==> config.mk <==
export PLATFORM = sky130hd
export DESIGN_NAME = dtfol_rk4_core
export DESIGN_NICKNAME = d
export VERILOG_FILES = /design/src/design/dtfol_pkg.sv /design/src/design/dtfol_rk4_core.sv
export SDC_FILE = /design/constraint.sdc
export NUM_CORES = 2
export LEC_CHECK = 0
export BUFFER_PORTS_ARGS = -buffer_cell sky130_fd_sc_hd__buf_2
export CELL_PAD_IN_SITES_DETAIL_PLACEMENT = 1
export CELL_PAD_IN_SITES_GLOBAL_PLACEMENT = 2
export CORE_UTILIZATION = 45
export CTS_CLUSTER_SIZE = 10
export DETAILED_ROUTE_END_ITERATION = 8
export PLACE_DENSITY_LB_ADDON = 0.1
export RECOVER_POWER = 100
export SETUP_SLACK_MARGIN = 0.3
export SLEW_MARGIN = 10
export SYNTH_ARGS = -nofsm -noshare
export SYNTH_HDL_FRONTEND = slang
export SYNTH_SLANG_ARGS = --single-unit
==> constraint.sdc <==
create_clock -name i_clk -period 18.19 [get_ports i_clk]
set_input_delay 3.638 -clock i_clk [delete_from_list [all_inputs] [get_ports i_clk]]
set_output_delay 3.638 -clock i_clk [all_outputs]
set_load 0.005 [all_outputs]
==> src/design/dtfol_pkg.sv <==
// shared widths, configuration register codes and control structs of the dead-time lag plant
package dtfol_pkg;

    localparam int SAMPLE_W   = 32;
    localparam int DELAY_W    = 10;
    localparam int RATIO_W    = 16;
    localparam int GAIN_W     = 16;
    localparam int CFG_IDX_W  = 2;
    localparam int CFG_DATA_W = 16;

    localparam logic [CFG_IDX_W-1:0] CFG_DELAY_SAMPLES = 2'd0;
    localparam logic [CFG_IDX_W-1:0] CFG_STEP_RATIO    = 2'd1;
    localparam logic [CFG_IDX_W-1:0] CFG_LAG_GAIN      = 2'd2;

    localparam logic [DELAY_W-1:0]       DELAY_RESET = 10'd39;
    localparam logic [RATIO_W-1:0]       RATIO_RESET = 16'd218;
    localparam logic signed [GAIN_W-1:0] GAIN_RESET  = 16'sd4096;

    typedef struct packed {
        logic start;
        logic out_free;
    } t_core_ctl;

    typedef struct packed {
        logic idle;
        logic done;
    } t_core_stat;

endpackage

==> src/design/dtfol_rk4_core.sv <==
// sequenced rk4 lag step around one shared multiplier, with digit-wise divide by three
module dtfol_rk4_core
    import dtfol_pkg::*;
(
    input  logic                       i_clk,
    input  logic                       i_rst_n,
    input  t_core_ctl                  i_ctl,
    input  logic [RATIO_W-1:0]         i_step_ratio,
    input  logic signed [GAIN_W-1:0]   i_lag_gain,
    input  logic signed [SAMPLE_W-1:0] i_delayed,
    output t_core_stat                 o_stat,
    output logic signed [SAMPLE_W-1:0] o_plant_out,
    output logic signed [SAMPLE_W-1:0] o_delayed_drive
);

    localparam int ERR_W  = 34;
    localparam int K_W    = 35;
    localparam int SUM_W  = 38;
    localparam int MB_W   = 17;
    localparam int PROD_W = 55;
    localparam int QUO_W  = 48;
    localparam int DIG_W  = 16;
    localparam int V_W    = 18;
    localparam int VM_W   = 36;
    localparam int Y_W    = 45;

    localparam logic [2:0] S_IDLE  = 3'd0;
    localparam logic [2:0] S_LOAD  = 3'd1;
    localparam logic [2:0] S_MUL   = 3'd2;
    localparam logic [2:0] S_ACC   = 3'd3;
    localparam logic [2:0] S_MULG  = 3'd4;
    localparam logic [2:0] S_SCALE = 3'd5;
    localparam logic [2:0] S_DIV   = 3'd6;
    localparam logic [2:0] S_DONE  = 3'd7;

    localparam logic signed [PROD_W-1:0] K_ROUND   = 55'sd32768;
    localparam logic signed [PROD_W-1:0] DIV_ROUND = 55'sd12288;
    // bias keeps the dividend positive: 3 * 2^41, removed again as 2^41
    localparam logic [QUO_W-1:0]         DIV_BIAS  = 48'd3 << 41;
    localparam logic signed [Y_W-1:0]    QUO_OFS   = 45'sd1 <<< 41;
    localparam logic [V_W-1:0]           DIV3_RECIP = 18'd174763;
    localparam logic signed [Y_W-1:0]    SAT_MAX   = 45'sd2147483647;
    localparam logic signed [Y_W-1:0]    SAT_MIN   = -45'sd2147483648;

    logic [2:0]                 r_state;
    logic [1:0]                 r_cnt;
    logic signed [SAMPLE_W-1:0] r_lag;
    logic signed [SAMPLE_W-1:0] r_u;
    logic signed [ERR_W-1:0]    r_err;
    logic signed [SUM_W-1:0]    r_sum;
    logic signed [PROD_W-1:0]   r_prod;
    logic [QUO_W-1:0]           r_quo;
    logic [1:0]                 r_rem;

    logic signed [SUM_W-1:0]    mul_a;
    logic signed [MB_W-1:0]     mul_b;
    logic signed [PROD_W-1:0]   mul_res;
    logic signed [PROD_W-1:0]   k_round;
    logic signed [K_W-1:0]      k;
    logic signed [K_W-1:0]      k_half;
    logic signed [K_W-1:0]      k_base;
    logic signed [SUM_W-1:0]    k_add;
    logic signed [ERR_W-1:0]    err_next;
    logic signed [ERR_W-1:0]    err_load;
    logic signed [PROD_W-1:0]   x_full;
    logic [QUO_W-1:0]           quo_load;
    logic [V_W-1:0]             div_v;
    logic [VM_W-1:0]            div_vm;
    logic [DIG_W-1:0]           div_q;
    logic [V_W-1:0]             div_r;
    logic signed [Y_W-1:0]      y_sum;
    logic signed [SAMPLE_W-1:0] y_new;
    logic                       finish;

    // shared multiplier: ratio times error for the four stages, then gain times sum
    assign mul_a   = (r_state == S_MULG) ? r_sum : SUM_W'(r_err);
    assign mul_b   = (r_state == S_MULG) ? MB_W'(i_lag_gain) : $signed({1'b0, i_step_ratio});
    assign mul_res = PROD_W'(mul_a) * PROD_W'(mul_b);

    assign k_round  = (r_prod + K_ROUND) >>> 16;
    assign k        = K_W'(k_round);
    assign k_half   = (k + K_W'(1)) >>> 1;
    assign k_base   = (r_cnt == 2'd2) ? k : k_half;
    assign k_add    = (r_cnt == 2'd1 || r_cnt == 2'd2) ? (SUM_W'(k) <<< 1) : SUM_W'(k);
    assign err_next = ERR_W'(SUM_W'(r_u) - SUM_W'(r_lag) - SUM_W'(k_base));
    assign err_load = ERR_W'(i_delayed) - ERR_W'(r_lag);

    assign x_full   = (r_prod + DIV_ROUND) >>> 13;
    assign quo_load = QUO_W'(x_full) + DIV_BIAS;

    // one 16-bit digit of the divide by three per step
    assign div_v  = {r_rem, r_quo[QUO_W-1 -: DIG_W]};
    assign div_vm = VM_W'(div_v) * VM_W'(DIV3_RECIP);
    assign div_q  = div_vm[34:19];
    assign div_r  = div_v - (V_W'(div_q) * V_W'(3));

    assign y_sum = Y_W'(r_lag) + $signed({2'b00, r_quo[42:0]}) - QUO_OFS;

    always_comb begin
        if (y_sum > SAT_MAX) begin
            y_new = SAMPLE_W'(SAT_MAX);
        end else if (y_sum < SAT_MIN) begin
            y_new = SAMPLE_W'(SAT_MIN);
        end else begin
            y_new = SAMPLE_W'(y_sum);
        end
    end

    assign finish = (r_state == S_DONE) && i_ctl.out_free;

    always_ff @(posedge i_clk) begin
        if (!i_rst_n) begin
            r_state <= S_IDLE;
            r_cnt   <= '0;
            r_lag   <= '0;
        end else begin
            case (r_state)
                S_IDLE: begin
                    if (i_ctl.start) begin
                        r_state <= S_LOAD;
                    end
                end
                S_LOAD: begin
                    r_cnt   <= '0;
                    r_state <= S_MUL;
                end
                S_MUL: begin
                    r_state <= S_ACC;
                end
                S_ACC: begin
                    r_cnt <= r_cnt + 2'd1;
                    if (r_cnt == 2'd3) begin
                        r_state <= S_MULG;
                    end else begin
                        r_state <= S_MUL;
                    end
                end
                S_MULG: begin
                    r_state <= S_SCALE;
                end
                S_SCALE: begin
                    r_cnt   <= '0;
                    r_state <= S_DIV;
                end
                S_DIV: begin
                    r_cnt <= r_cnt + 2'd1;
                    if (r_cnt == 2'd2) begin
                        r_state <= S_DONE;
                    end
                end
                S_DONE: begin
                    if (finish) begin
                        r_lag   <= y_new;
                        r_state <= S_IDLE;
                    end
                end
                default: begin
                    r_state <= S_IDLE;
                end
            endcase
        end
    end

    always_ff @(posedge i_clk) begin
        case (r_state)
            S_LOAD: begin
                r_u   <= i_delayed;
                r_err <= err_load;
                r_sum <= '0;
            end
            S_MUL, S_MULG: begin
                r_prod <= mul_res;
            end
            S_ACC: begin
                r_sum <= r_sum + k_add;
                r_err <= err_next;
            end
            S_SCALE: begin
                r_quo <= quo_load;
                r_rem <= '0;
            end
            S_DIV: begin
                r_quo <= {r_quo[QUO_W-DIG_W-1:0], div_q};
                r_rem <= div_r[1:0];
            end
            default: begin
            end
        endcase
    end

    assign o_stat.idle     = (r_state == S_IDLE);
    assign o_stat.done     = finish;
    assign o_plant_out     = y_new;
    assign o_delayed_drive = r_u;

`ifndef SYNTHESIS
    a_start_loads: assert property (@(posedge i_clk) disable iff (!i_rst_n)
        (r_state == S_IDLE && i_ctl.start) |=> (r_state == S_LOAD))
        else $error("start did not enter load");

    a_div_steps: assert property (@(posedge i_clk) disable iff (!i_rst_n)
        (r_state == S_DIV) |-> (r_cnt != 2'd3))
        else $error("divide step count overran");

    a_rem_range: assert property (@(posedge i_clk) disable iff (!i_rst_n)
        (r_state == S_DIV || r_state == S_DONE) |-> (r_rem != 2'd3))
        else $error("divide by three remainder out of range");

    a_quo_range: assert property (@(posedge i_clk) disable iff (!i_rst_n)
        (r_state == S_DONE) |-> (r_quo[QUO_W-1:43] == '0))
        else $error("scaled quotient out of range");

    a_lag_holds: assert property (@(posedge i_clk) disable iff (!i_rst_n)
        (r_state != S_DONE) |=> $stable(r_lag))
        else $error("lag level changed outside completion");
`endif

endmodule

==> impl_metrics.yaml <==
yosys:
  yosysWarnings: 0
  synth_common_cells: "1074 x inv_1, 758 x fa_1, 588 x nand2_1"
  ys_ff_latch: 234
  avgSynthCellArea_um2: 8.91
  yosys_most_used_dff: "edfxtp_1"
  syn_nets: 6742
  yosysSeqAreaShare_pct: 13.7
  netlist_top_cells_area: "fa_1 31%, edfxtp_1 12%, ha_1 12%, inv_1 8.3%, nand2_1 4.5%"
  syn_inst: 5447
  synth_top_area_share_pct: 31.3
  synth_top_area_cell: "fa_1"
  synthArstFlopShare_pct: 0
  synth-edff-count: 197
  synth_area_um2: 48500
  synth.distinct_cells: 98
  yosysMostFrequentCell: "inv_1"
routing:
  wirelength_mm: 163
  first_pass_iters: 5
  final_antenna_net_count: 0
  wl_per_cell_um: 23.7
  drc: 0
  vias: 38407
  vias_per_cell: 5.57
  drt_iter0_markers: 2204
critical_path:
  path_class: "input port to flop"
  r2r_slack_ns: 7.99
  cp.arrival_ns: 11.61
  required_ns: 18.52
  start_kind: "input port"
  crit_path_max_fanout: 38
  critPathCaptureType: "flop"
final_layout:
  layoutNonFillerInstCount: 6893
  nNetsFinal: 6762
  regArea_um2: 6660
  diodes: 0
  final_core_utilization_pct: 47.9
  layout-drive-gt1-share_pct: 5.03
  multi_input_area_um2: 36900
  syn2layout_area_growth_pct: 5.54
  design_area_um2: 51200
  fillers: 12670
worst_hold_path:
  hold_path_class: "flop to flop"
timing:
  fin_skew_ns: 0.0392
  maxSlewHeadroom_pct: -99.0
  setup_tns_ns: 0
  hold_viol: 0
  period_share_pct: 62.0
  drv_slew: 500
  tightest_slew_ns: 2.99
  rsz0062_at_grt: "no"
  setup_viol: 0
  fmax_mhz: 88.6
  period_minus_slack_ns: 11.28
status:
  status: "complete, but fails checks"
  violations: "max-capacitance violations, max-slew violations"
cts:
  cts_hold_buf: 0
  postCtsResizedCells: 0
  path_clk_slew_ns: 0.06
  cts_tree: "done"
  clock-sinks: 234
  cts_made_buffers: 29
  htree_num_levels: 1
  cts-root-buf: "clkbuf_16"
  clock_latency_ns: 0.62
  post-cts-setup-buffers: 0
  cts.path.max_buffers: 3
grt:
  grt.overflow.total: 0
  grt_pass1_wl_mm: 252
  grt_usage_pct: 30.4
  grt_pass1_vias: 41237
  grt_max_degree: 104
  antenna_found_initial: 3
placed_design:
  io_buffers: 133
  globalplace.congestion: 0.937
  placed_area_um2: 50600
  dp.cells: 6839
  dp_hpwl_mm: 136
die:
  die-area_um2: 109000
  fp.dieW_um: 330
  rows: 120
  ios: 134
  die_h_um: 330
  start_util_pct: 45.4
  core_um2: 107000
job:
  drv_cap: 13
-- final cells by class --
class | count | share of cell area, %
sequential | 234 | 13.0
multi-input combinational | 3946 | 72.1
tap | 1403 | 3.43
clock buffer | 47 | 1.59
timing repair buffer | 181 | 1.81
inverter | 1075 | 7.88
clock inverter | 7 | 0.147
-- worst max-delay path, stage by stage --
cell       delay (ns)
buf_2            0.07
mux2_1           1.31
nand2_1          0.24
fa_1             0.61
inv_1            0.05
fa_1             0.51
inv_1            0.05
fa_1             0.47
inv_1            0.05
fa_1             0.50
fa_1             0.54
inv_1            0.05
fa_1             0.52
inv_1            0.04
ha_1             0.34
a21o_1           0.18
a21oi_1          0.13
o21ai_0          0.15
nand2_1          0.12
a21o_1           0.17
a21oi_1          0.16
o21ai_0          0.49
a21oi_1          0.12
a2111oi_0        0.69
o21ai_0          0.20
xor2_1           0.17
-- per-layer routing --
| layer | routed length, um | share of wire [%] | vias up | track usage [%] |
|---|---|---|---|---|
| li1 | - | - | 17587 | - |
| met3 | 6360 | 3.9 | 146 | 2.48 |
| met5 | 0 | 0 | - | 0 |
| met1 | 75800 | 46 | 19939 | 43.0 |
| met4 | 4560 | 2.8 | 0 | 7.62 |
| met2 | 76700 | 47 | 735 | 50.5 |
-- sequential cells by signal (all words and copies together) (netlist names) --
signal and count:
o_delayed_drive 32, r_cnt 2, r_err 34, r_lag 32, r_prod 43, r_quo 48, r_rem 2, r_state 3
r_sum 38
-- path summary, 6_finish.rpt --
| kind | from | to | cells after the start |
|---|---|---|---|
| max | i_step_ratio[10] | r_prod[47] | 26 |
| min | r_cnt[0] | r_cnt[0] | 2 |
| max reg2reg | r_state[2] | r_prod[47] | 27 |
| min reg2reg | r_cnt[0] | r_cnt[0] | 2 |
-- through the flow --
step / hold slack [ns] / setup WS (ns)
final: 0.610 / 6.91
after global routing: 0.662 / 6.47
after CTS: 0.610 / 7.46
after detailed placement: 0.593 / 6.85
after global placement: 0.575 / 7.04
after floorplan: 0.513 / 8.12
-- cells in the final DEF, fill, tap and decap left out, drive strengths merged, types with 68 or more instances in the layout --
cell type | Yosys | routed
xnor2 | 166 | 166
a21oi | 213 | 213
inv | 1074 | 1074
a21o | 118 | 118
mux2i | 88 | 88
clkbuf | 147 | 109
ha | 469 | 469
nand2 | 588 | 588
xor2 | 91 | 91
o21ai | 226 | 226
fa | 758 | 758
edfxtp | 197 | 197
nand3 | 68 | 68
nor2 | 470 | 470
buf | 45 | 119
-- logic make-up (layout without fill, tap and decap cells) --
logic type	Yosys count	count (layout)	share of synthesized area [%]
AND/OR/NAND/NOR	1462	1462	13.4
XOR/XNOR	257	257	4.66
AO/OA/AOI/OAI	863	863	11.8
buffers and inverters	1267	1310	10.0
multiplexers	137	137	2.95
flip-flops	234	234	13.7
adder cells (fa/ha/maj)	1227	1227	43.4
Power is not shown: default switching activity piles up to over one toggle a cycle in this logic, so the estimate is an artifact.
